`src/rtl/core/assert_macros.svh`:
```
// ----------------------------------------------------------------------------
// assert_macros
// Assertion macros used by the top-level RTL file of the LED matrix scan driver.
// ----------------------------------------------------------------------------
`ifndef ASSERT_MACROS_SVH
`define ASSERT_MACROS_SVH

// Same-cycle implication: the consequent holds in the same cycle.
`define LMS_ASSERT_SAME(lbl, ante, cons, msg) \
    lbl: assert property (@(posedge aclk) disable iff (!aresetn) (ante) |-> (cons)) \
        else $error(msg);

// Next-cycle implication: the consequent holds in the next cycle.
`define LMS_ASSERT_NEXT(lbl, ante, cons, msg) \
    lbl: assert property (@(posedge aclk) disable iff (!aresetn) (ante) |=> (cons)) \
        else $error(msg);

`endif

```
`src/rtl/core/lms_pkg.sv`:
```
// ----------------------------------------------------------------------------
// lms_pkg
// Types, constants and helper functions of the LED matrix scan driver.
// ----------------------------------------------------------------------------
package lms_pkg;

    localparam int MATRIX_SIZE = 8;
    localparam int FRAME_BITS  = MATRIX_SIZE * MATRIX_SIZE * 3;
    localparam int HDR_LEN     = 4;
    localparam int PKT_LEN     = HDR_LEN + FRAME_BITS;
    localparam int BUS_W       = 8;

    localparam int POS_W = $clog2(MATRIX_SIZE);
    localparam int IDX_W = $clog2(FRAME_BITS);
    localparam int CNT_W = $clog2(PKT_LEN + 1);

    localparam logic MODE_TICK = 1'b0;
    localparam logic MODE_BYTE = 1'b1;

    typedef enum logic [1:0] {
        STB_RED   = 2'd0,
        STB_GREEN = 2'd1,
        STB_BLUE  = 2'd2,
        STB_ROW   = 2'd3
    } lms_strobe_t;

    typedef enum logic [1:0] {
        ST_OK      = 2'd0,
        ST_SHORT   = 2'd1,
        ST_BAD_HDR = 2'd2
    } lms_status_t;

    // Current scan position, taken before the step counter advances.
    typedef struct packed {
        lms_strobe_t             phase;
        logic [POS_W-1:0]        col;
        logic [POS_W-1:0]        row;
        logic [IDX_W-1:0]        idx;
        logic                    wrap;
    } lms_scan_pos_t;

    // Write into the receive half of the frame memory.
    typedef struct packed {
        logic                    en;
        logic                    bank;
        logic [IDX_W-1:0]        idx;
        logic                    data;
    } lms_ram_wr_t;

    // Packet receiver outcome for the byte being accepted.
    typedef struct packed {
        logic                    done;
        lms_status_t             status;
    } lms_rx_res_t;

    function automatic logic [7:0] hdr_byte(input logic [1:0] pos);
        logic [7:0] b;
        case (pos)
            2'd0:    b = 8'h42;   // 'B'
            2'd1:    b = 8'h50;   // 'P'
            2'd2:    b = 8'h53;   // 'S'
            default: b = 8'h57;   // 'W'
        endcase
        return b;
    endfunction

    // Level of the eight visible bus lines for one scan step.
    function automatic logic [BUS_W-1:0] bus_levels(input lms_strobe_t phase,
                                                    input logic [POS_W-1:0] col,
                                                    input logic [POS_W-1:0] row,
                                                    input logic lit);
        logic [BUS_W-1:0] b;
        for (int k = 0; k < BUS_W; k++) begin
            if (phase == STB_ROW) begin
                b[k] = (int'(row) == k);
            end else begin
                b[k] = (k < MATRIX_SIZE) && !(lit && (int'(col) == k));
            end
        end
        return b;
    endfunction

endpackage

```
`src/rtl/core/lms_scan_ctr.sv`:
```
// ----------------------------------------------------------------------------
// lms_scan_ctr
// Scan position counters: phase, column, row and the frame bit index.
// ----------------------------------------------------------------------------
module lms_scan_ctr (
    input  logic                   aclk,
    input  logic                   aresetn,
    input  logic                   tick,
    output lms_pkg::lms_scan_pos_t pos
);
    import lms_pkg::*;

    lms_strobe_t      phase_reg, phase_next;
    logic [POS_W-1:0] col_reg, col_next;
    logic [POS_W-1:0] row_reg, row_next;
    logic [IDX_W-1:0] base_reg, base_next;
    logic             wrap;

    assign wrap = (phase_reg == STB_ROW) && (col_reg == POS_W'(MATRIX_SIZE - 1))
                  && (row_reg == POS_W'(MATRIX_SIZE - 1));

    always_comb begin
        phase_next = phase_reg;
        col_next   = col_reg;
        row_next   = row_reg;
        base_next  = base_reg;
        if (tick) begin
            if (phase_reg != STB_ROW) begin
                phase_next = lms_strobe_t'(phase_reg + 2'd1);
            end else begin
                phase_next = STB_RED;
                base_next  = IDX_W'(base_reg + IDX_W'(3));
                if (col_reg != POS_W'(MATRIX_SIZE - 1)) begin
                    col_next = POS_W'(col_reg + POS_W'(1));
                end else begin
                    col_next = '0;
                    if (row_reg != POS_W'(MATRIX_SIZE - 1)) begin
                        row_next = POS_W'(row_reg + POS_W'(1));
                    end else begin
                        row_next  = '0;
                        base_next = '0;
                    end
                end
            end
        end
    end

    always_ff @(posedge aclk) begin
        if (!aresetn) begin
            phase_reg <= STB_RED;
            col_reg   <= '0;
            row_reg   <= '0;
            base_reg  <= '0;
        end else begin
            phase_reg <= phase_next;
            col_reg   <= col_next;
            row_reg   <= row_next;
            base_reg  <= base_next;
        end
    end

    assign pos.phase = phase_reg;
    assign pos.col   = col_reg;
    assign pos.row   = row_reg;
    assign pos.idx   = IDX_W'(base_reg + IDX_W'(phase_reg));
    assign pos.wrap  = wrap;

endmodule

```
`src/rtl/core/lms_rx_ctrl.sv`:
```
// ----------------------------------------------------------------------------
// lms_rx_ctrl
// Packet receiver: byte count, header check and display bank selection.
// ----------------------------------------------------------------------------
module lms_rx_ctrl (
    input  logic                 aclk,
    input  logic                 aresetn,
    input  logic                 byte_en,
    input  logic [7:0]           data_byte,
    input  logic                 last_byte,
    output lms_pkg::lms_ram_wr_t wr,
    output lms_pkg::lms_rx_res_t res,
    output logic                 disp_bank,
    output logic                 disp_reset
);
    import lms_pkg::*;

    logic [CNT_W-1:0] byte_count_reg, byte_count_next;
    logic             header_good_reg, header_good_next;
    logic             disp_bank_reg, disp_bank_next;
    logic             disp_reset_reg, disp_reset_next;
    logic             in_range;
    logic             hdr_ok;
    logic [CNT_W-1:0] cnt_inc;
    lms_status_t      status;

    assign in_range = byte_count_reg < CNT_W'(PKT_LEN);
    assign cnt_inc  = in_range ? CNT_W'(byte_count_reg + CNT_W'(1)) : byte_count_reg;
    assign hdr_ok   = header_good_reg &&
                      !(in_range && (byte_count_reg < CNT_W'(HDR_LEN)) &&
                        (data_byte != hdr_byte(byte_count_reg[1:0])));

    always_comb begin
        if (cnt_inc < CNT_W'(PKT_LEN)) begin
            status = ST_SHORT;
        end else if (!hdr_ok) begin
            status = ST_BAD_HDR;
        end else begin
            status = ST_OK;
        end
    end

    always_comb begin
        byte_count_next  = byte_count_reg;
        header_good_next = header_good_reg;
        disp_bank_next   = disp_bank_reg;
        disp_reset_next  = disp_reset_reg;
        if (byte_en) begin
            if (last_byte) begin
                byte_count_next  = '0;
                header_good_next = 1'b1;
                if (status == ST_OK) begin
                    disp_bank_next  = !disp_bank_reg;
                    disp_reset_next = 1'b0;
                end
            end else begin
                byte_count_next  = cnt_inc;
                header_good_next = hdr_ok;
            end
        end
    end

    always_ff @(posedge aclk) begin
        if (!aresetn) begin
            byte_count_reg  <= '0;
            header_good_reg <= 1'b1;
            disp_bank_reg   <= 1'b0;
            disp_reset_reg  <= 1'b1;
        end else begin
            byte_count_reg  <= byte_count_next;
            header_good_reg <= header_good_next;
            disp_bank_reg   <= disp_bank_next;
            disp_reset_reg  <= disp_reset_next;
        end
    end

    assign wr.en   = byte_en && in_range && (byte_count_reg >= CNT_W'(HDR_LEN));
    assign wr.bank = !disp_bank_reg;
    assign wr.idx  = IDX_W'(byte_count_reg - CNT_W'(HDR_LEN));
    assign wr.data = (data_byte != 8'd0);

    assign res.done   = byte_en && last_byte;
    assign res.status = status;

    assign disp_bank  = disp_bank_reg;
    assign disp_reset = disp_reset_reg;

endmodule

```
`src/rtl/core/lms_frame_ram.sv`:
```
// ----------------------------------------------------------------------------
// lms_frame_ram
// Two-bank frame bit memory, one write port and one registered read port.
// ----------------------------------------------------------------------------
module lms_frame_ram (
    input  logic                 aclk,
    input  lms_pkg::lms_ram_wr_t wr,
    input  logic                 rd_en,
    input  logic                 rd_bank,
    input  logic [lms_pkg::IDX_W-1:0] rd_idx,
    output logic                 rd_data
);
    import lms_pkg::*;

    localparam int DEPTH  = 2 * FRAME_BITS;
    localparam int ADDR_W = $clog2(DEPTH);

    logic             mem [DEPTH];
    logic [ADDR_W-1:0] wr_addr;
    logic [ADDR_W-1:0] rd_addr;
    logic             rd_data_reg;

    assign wr_addr = wr.bank ? ADDR_W'(FRAME_BITS + int'(wr.idx)) : ADDR_W'(wr.idx);
    assign rd_addr = rd_bank ? ADDR_W'(FRAME_BITS + int'(rd_idx)) : ADDR_W'(rd_idx);

    always_ff @(posedge aclk) begin
        if (wr.en) begin
            mem[wr_addr] <= wr.data;
        end
    end

    always_ff @(posedge aclk) begin
        if (rd_en) begin
            rd_data_reg <= mem[rd_addr];
        end
    end

    assign rd_data = rd_data_reg;

endmodule

```
`src/rtl/core/rgb_led_matrix_scan_driver.sv`:
```
// ----------------------------------------------------------------------------
// rgb_led_matrix_scan_driver
// Scan driver for an RGB LED matrix on a shared bus with four latch strobes.
// ----------------------------------------------------------------------------
//
//  Channel   Direction  Sideband            Payload
//  s_        in         tuser = mode        tdata[7:0] = data_byte, tlast = last_byte
//  m_        out        tuser = is_status   tdata = bus, strobe, status; tlast = scan_wrap
//
//  One item is accepted in every cycle while s_tready is high; its result goes
//  from the read stage into the m_ register when that register is free or is
//  being read out. The read stage covers the registered frame memory read.
//  Reset is synchronous and active low; the display then shows all pixels red
//  until the first good frame arrives.
//  A stalled m_ side holds the pipeline stage behind it; s_tready drops only
//  when both the output register and the read stage are full.
//
module rgb_led_matrix_scan_driver (
    input  logic        aclk,
    input  logic        aresetn,
    input  logic        s_tvalid,
    output logic        s_tready,
    input  logic [7:0]  s_tdata,   // [7:0] data_byte
    input  logic        s_tuser,   // [0] mode
    input  logic        s_tlast,   // last_byte
    output logic        m_tvalid,
    input  logic        m_tready,
    output logic [15:0] m_tdata,   // [7:0] bus_value, [9:8] strobe_select,
                                   // [11:10] packet_status, [15:12] zero
    output logic        m_tuser,   // [0] is_status
    output logic        m_tlast    // scan_wrap
);
    import lms_pkg::*;

`include "assert_macros.svh"

    logic          accept;
    logic          tick;
    logic          byte_en;
    lms_scan_pos_t pos;
    lms_ram_wr_t   wr;
    lms_rx_res_t   rx_res;
    logic          disp_bank;
    logic          disp_reset;
    logic          rd_data;
    logic          m_load;

    // Read stage: holds the result of an item while its frame bit is read.
    logic          p1_valid_reg, p1_valid_next;
    logic          p1_is_status_reg;
    lms_status_t   p1_status_reg;
    lms_strobe_t   p1_phase_reg;
    logic [POS_W-1:0] p1_col_reg;
    logic [POS_W-1:0] p1_row_reg;
    logic          p1_wrap_reg;
    logic          p1_disp_reset_reg;

    // Output register.
    logic          m_valid_reg, m_valid_next;
    logic [15:0]   m_data_reg;
    logic          m_user_reg;
    logic          m_last_reg;

    logic          lit;
    logic [15:0]   p1_data;

    assign m_load   = !m_valid_reg || m_tready;
    assign s_tready = !p1_valid_reg || m_load;
    assign accept   = s_tvalid && s_tready;
    assign tick     = accept && (s_tuser == MODE_TICK);
    assign byte_en  = accept && (s_tuser == MODE_BYTE);

    lms_scan_ctr u_scan (
        .aclk    (aclk),
        .aresetn (aresetn),
        .tick    (tick),
        .pos     (pos)
    );

    lms_rx_ctrl u_rx (
        .aclk       (aclk),
        .aresetn    (aresetn),
        .byte_en    (byte_en),
        .data_byte  (s_tdata),
        .last_byte  (s_tlast),
        .wr         (wr),
        .res        (rx_res),
        .disp_bank  (disp_bank),
        .disp_reset (disp_reset)
    );

    // Scan reads come from the display bank while packet bytes go into the
    // other bank; a good frame swaps the banks, so the copy costs nothing.
    lms_frame_ram u_ram (
        .aclk    (aclk),
        .wr      (wr),
        .rd_en   (tick),
        .rd_bank (disp_bank),
        .rd_idx  (pos.idx),
        .rd_data (rd_data)
    );

    always_comb begin
        p1_valid_next = p1_valid_reg;
        if (accept) begin
            p1_valid_next = tick || rx_res.done;
        end else if (m_load) begin
            p1_valid_next = 1'b0;
        end
    end

    always_ff @(posedge aclk) begin
        if (!aresetn) begin
            p1_valid_reg <= 1'b0;
        end else begin
            p1_valid_reg <= p1_valid_next;
        end
    end

    always_ff @(posedge aclk) begin
        if (accept) begin
            p1_is_status_reg  <= byte_en;
            p1_status_reg     <= rx_res.status;
            p1_phase_reg      <= pos.phase;
            p1_col_reg        <= pos.col;
            p1_row_reg        <= pos.row;
            p1_wrap_reg       <= pos.wrap;
            p1_disp_reset_reg <= disp_reset;
        end
    end

    // Until the first good frame the display reads as all red.
    assign lit = p1_disp_reset_reg ? (p1_phase_reg == STB_RED) : rd_data;

    always_comb begin
        if (p1_is_status_reg) begin
            p1_data = {4'd0, p1_status_reg, 2'd0, 8'd0};
        end else begin
            p1_data = {4'd0, ST_OK, p1_phase_reg,
                       bus_levels(p1_phase_reg, p1_col_reg, p1_row_reg, lit)};
        end
    end

    assign m_valid_next = m_load ? p1_valid_reg : m_valid_reg;

    always_ff @(posedge aclk) begin
        if (!aresetn) begin
            m_valid_reg <= 1'b0;
        end else begin
            m_valid_reg <= m_valid_next;
        end
    end

    always_ff @(posedge aclk) begin
        if (m_load && p1_valid_reg) begin
            m_data_reg <= p1_data;
            m_user_reg <= p1_is_status_reg;
            m_last_reg <= !p1_is_status_reg && p1_wrap_reg;
        end
    end

    assign m_tvalid = m_valid_reg;
    assign m_tdata  = m_data_reg;
    assign m_tuser  = m_user_reg;
    assign m_tlast  = m_last_reg;

    // A scan tick always yields a result in the read stage in the next cycle.
    `LMS_ASSERT_NEXT(a_tick_to_p1, tick, p1_valid_reg, "scan tick lost in read stage")
    // A pending result in the read stage is held while the output stalls.
    `LMS_ASSERT_NEXT(a_p1_hold, p1_valid_reg && !m_load, p1_valid_reg && $stable(p1_phase_reg),
                     "read stage dropped a stalled result")
    // An accepted frame leaves the power-up pattern behind for good.
    `LMS_ASSERT_NEXT(a_frame_swap, rx_res.done && byte_en && (rx_res.status == ST_OK),
                     !disp_reset && (disp_bank != $past(disp_bank)),
                     "accepted frame did not swap display bank")
    // Input is refused only when both stages hold results.
    `LMS_ASSERT_SAME(a_ready_full, !s_tready, p1_valid_reg && m_valid_reg,
                     "input stalled with a free stage")

endmodule

```
`config.mk`:
```
export PLATFORM = sky130hd
export DESIGN_NAME = rgb_led_matrix_scan_driver
export DESIGN_NICKNAME = d
export VERILOG_FILES = /design/src/rtl/core/lms_pkg.sv /design/src/rtl/core/lms_scan_ctr.sv /design/src/rtl/core/lms_rx_ctrl.sv /design/src/rtl/core/lms_frame_ram.sv /design/src/rtl/core/rgb_led_matrix_scan_driver.sv
export VERILOG_INCLUDE_DIRS = /design/src /design/src/rtl/core
export SDC_FILE = /design/constraint.sdc
export NUM_CORES = 1
export LEC_CHECK = 0
export BUFFER_PORTS_ARGS = -buffer_cell sky130_fd_sc_hd__buf_4
export CORE_MARGIN = 2
export CORE_UTILIZATION = 42
export CTS_CLUSTER_DIAMETER = 40
export DETAILED_ROUTE_END_ITERATION = 8
export GPL_TIMING_DRIVEN = 0
export SYNTH_ARGS = -nofsm -noshare
export SYNTH_HDL_FRONTEND = slang
export SYNTH_SLANG_ARGS = --single-unit
```
`constraint.sdc`:
```
create_clock -name aclk -period 10.4 [get_ports aclk]
set_input_delay 1.56 -clock aclk [delete_from_list [all_inputs] [get_ports aclk]]
set_output_delay 1.56 -clock aclk [all_outputs]
set_load 0.02 [all_outputs]
```
==> metrics.csv <==
stage,metric,value,unit
floorplan,floorplan.initialDensity,0.4271,
worst_hold_path,holdCritStartpoint,u_rx.disp_reset$_SDFFE_PN1P_,
floorplan,floorplan.die.width,222.0,um
drt,detail_route.vias_per_cell,5.714,
sta,grt_setup_unrepaired,no,
synthesis,synth_sequential_area_ratio,0.6487,
setup_path,worstSetupPathType,flop to flop,
job,drv_cap,0,
sta,min_period_over_period,0.4566,
floorplan,ios,34,
drt,post_drt_wl_per_cell,24.28,um
placed_design,postPlaceCellArea,21080,sq um
clock_network,clk_pin_slew,0.06,ns
setup_path,cp_data_required_time,10.73,ns
placed_design,placement.io_buffers,29,
layout,areaGrowthSynthToFinish,15.53,%
global_routing,grt_residual_overflow,0,
layout,postLayoutCellArea,23070,sq um
setup_path,cp_slowest_cell,sky130_fd_sc_hd__nor2_1,
setup_path,worst_setup_sp_type,flop,
synthesis,synth-edff-count,412,
clock_network,clkSinkCount,441,
layout,largest_register_ff_count,384,
sta,worstMarginPinSlew,1.374,ns
floorplan,design.die.area,49300,sq um
setup_path,worstSetupStartpoint,u_scan.phase_reg[0]$_SDFFE_PN0P_,
global_routing,number_of_antenna_violations_at_the_first_check_in_global_routing,0,
global_routing,via_count_of_the_first_global_routing_pass,13300,
synthesis,postSynthAreaPerCell,12.65,sq um
drt,detailedRoute.firstIterationViolations,1250,
clock_network,holdBufCountCts,0,
placed_design,finalWeightedCongestion,0.8711,
synthesis,synth_async_sr_flop_share,0,
setup_path,cp_max_fo,10,
power_and_ir_drop,power_density,176.2,nW/um^2
synthesis,synth_cell_type_count,72,
sta,final_hold_viol_count,0,
global_routing,grt_pass1_wl,84100,um
sta,finalSetupViolations,0,
clock_network,cts-buffers-inserted,58,
drt,drc,0,
floorplan,rows,79,
sta,final.min_clock_period,4.748,ns
power_and_ir_drop,leakagePower,7.992,nW
placed_design,post-place-ws,5.831,ns
layout,final_layout_size_suffix_gt1_frac,0.1806,
drt,dr.pass1.iters,7,
clock_network,clock_path_buffers,3,
sta,final_critical_path_setup_slack,5.652,ns
clock_network,clock-root-buffer,sky130_fd_sc_hd__clkbuf_16,
clock_network,post_cts.repair.setup_buffers,0,
setup_path,timing.critical_path.arrival,5.08,ns
clock_network,clock_latency,0.64,ns
power_and_ir_drop,ir_drop,0.1674,mV
synthesis,mappedNetlistArea,19970,sq um
global_routing,grt_use_total,0.2314,
setup_path,worst_path_cell_chain,ha_1 -> fa_1 -> buf_6 -> buf_6 -> nor2_1 -> clkbuf_1 -> a31oi_1 -> nand3_1 -> nand3_1 -> a311oi_1 -> a311oi_1 -> a211o_1,
setup_path,reg2reg_from,u_scan.phase_reg[0]$_SDFFE_PN0P_,
layout,antennaDiodeCount,0,
synthesis,total_of_flip_flops_plus_latches_after_synthesis,441,
sta,final_max_slew_viol_count,0,
layout,regMostFlops,u_ram.mem,
synthesis,post_synth_inst_count,1578,
floorplan,core_area,46750,sq um
floorplan,die-height,222.0,um
clock_network,post_cts_resized,0,
sta,maxSlewHeadroom,0.05783,
sta,clock-skew-final,0.02943,ns
global_routing,pin_count_of_the_biggest_net_entering_global_routing,104,
sta,fmax,210.6,MHz
run_status,outcome,completed,
clock_network,cts.htree.levels,2,
worst_hold_path,hold_path.class,flop to flop,
setup_path,maximum_single_stage_delay_on_the_critical_path,0.72,ns
layout,finalNetCount,1703,
drt,final_antenna_net_count,0,
drt,final_wl,56540,um
drt,detailroute.via_count,13310,
synthesis,ys_warn_count,0,
synthesis,synth_ff_type,sky130_fd_sc_hd__edfxtp_1,
placed_design,place_hpwl,36450,um
setup_path,worst_setup_path_end_kind,flop,
clock_network,tritoncts,yes,
path summary, 6_finish.rpt:
kind / endpoint / slack, ns / cells past startpoint
setup / recovery: u_ram.rd_data$_DFFE_PP_ / 5.65 / 12
hold reg to reg: p1_disp_reset_reg$_DFFE_PP_ / 0.45 / 0
setup reg to reg: u_ram.rd_data$_DFFE_PP_ / 5.65 / 12
hold / removal: p1_disp_reset_reg$_DFFE_PP_ / 0.45 / 0
stage by stage:
step / power, mW / utilization / cells / hold WS [ns] / setup TNS, ns
after global routing: 4.161 / 0.4934 / 2329 / 0.4679 / 0
after detailed placement: 2.056 / 0.4508 / 2221 / 0.4357 / 0
final: 4.065 / 0.4934 / 2329 / 0.4534 / 0
after CTS: 4.081 / 0.4934 / 2329 / 0.4488 / 0
after floorplan: 2.020 / - / 1581 / 0.4082 / 0
after global placement: 2.056 / 0.4482 / 2217 / 0.4307 / -1062.23
cell usage in the layout, fill, tap and decap left out, drive strengths merged, types with 4 or more instances in the layout:
cell / n
nor2: 418
edfxtp: 412
nand2: 181
buf: 127
clkbuf: 96
mux4: 61
mux2i: 42
nand3: 41
dfxtp: 29
inv: 23
nor2b: 21
a31oi: 19
nor3: 19
and2: 18
a32oi: 18
o21ai: 17
clkinv: 17
ha: 14
xor2: 13
a21oi: 12
nand4: 12
xnor2: 9
and3: 8
bufinv: 7
a22oi: 6
a211oi: 6
nand2b: 5
a21boi: 5
o22ai: 5
a221oi: 4
a311oi: 4
o211ai: 4
conb: 4
clkinvlp: 4
synth_stat cells, types with 13 or more instances:
library cell                 n  area share
sky130_fd_sc_hd__a31oi_1    19      0.0060
sky130_fd_sc_hd__a32oi_1    17      0.0075
sky130_fd_sc_hd__and2_1     18      0.0056
sky130_fd_sc_hd__buf_2      68       0.017
sky130_fd_sc_hd__buf_4      15      0.0056
sky130_fd_sc_hd__clkbuf_1   22      0.0041
sky130_fd_sc_hd__dfxtp_1    29       0.029
sky130_fd_sc_hd__edfxtp_1  412        0.62
sky130_fd_sc_hd__ha_1       14      0.0088
sky130_fd_sc_hd__mux2i_1    42       0.021
sky130_fd_sc_hd__mux4_2     60       0.068
sky130_fd_sc_hd__nand2_1   168       0.032
sky130_fd_sc_hd__nand2_2    13      0.0041
sky130_fd_sc_hd__nand3_1    41       0.010
sky130_fd_sc_hd__nor2_1    416       0.078
sky130_fd_sc_hd__nor2b_1    20      0.0063
sky130_fd_sc_hd__nor3_1     18      0.0045
sky130_fd_sc_hd__o21ai_0    17      0.0043
kinds of logic after synthesis:
family,count (synthesis),share of synthesized area
and+or+nand+nor,742,0.1578
muxes,106,0.09174
adders and majority gates,15,0.009776
DFF,441,0.6487
buffers and inverters,133,0.03584
xor gates and xnor gates,23,0.01209
other,1,0.0001878
AOI/OAI and AO/OA,117,0.04387
critical path, delay by kind of cell (launching register included):
kind	cells	cell delay, ns
AOI/OAI and AO/OA	4	1.15
adders and majority gates	2	0.79
buffers and inverters	3	1.10
DFF	1	0.42
and+or+nand+nor	3	0.98
routing by layer:
metal  global-route usage  part of all wire  up-vias
li1                     -                 -     5893
met3              0.04797             0.081      125
met4              0.09721             0.040        0
met1               0.3089              0.41     6718
met5                    0                 0        -
met2               0.3692              0.47      572
report_power, final:
part | internal (mW) | switching, mW | total, mW
clock network | 1.25 | 0.793 | 2.05
registers | 1.92 | 0.00406 | 1.93
logic | 0.0356 | 0.0593 | 0.0950
final cells by class:
class | count | area [sq um]
Sequential cell | 441 | 12950
Clock buffer | 72 | 1567
Buffer | 118 | 658.1
Tap cell | 607 | 759.5
Multi-Input combinational cell | 1007 | 6322
Fill cell | 4123 | 23690
Inverter | 15 | 57.56
Timing Repair Buffer | 33 | 327.8
Clock inverter | 36 | 424.2
Note: power is estimated with default switching activity, not from simulation.
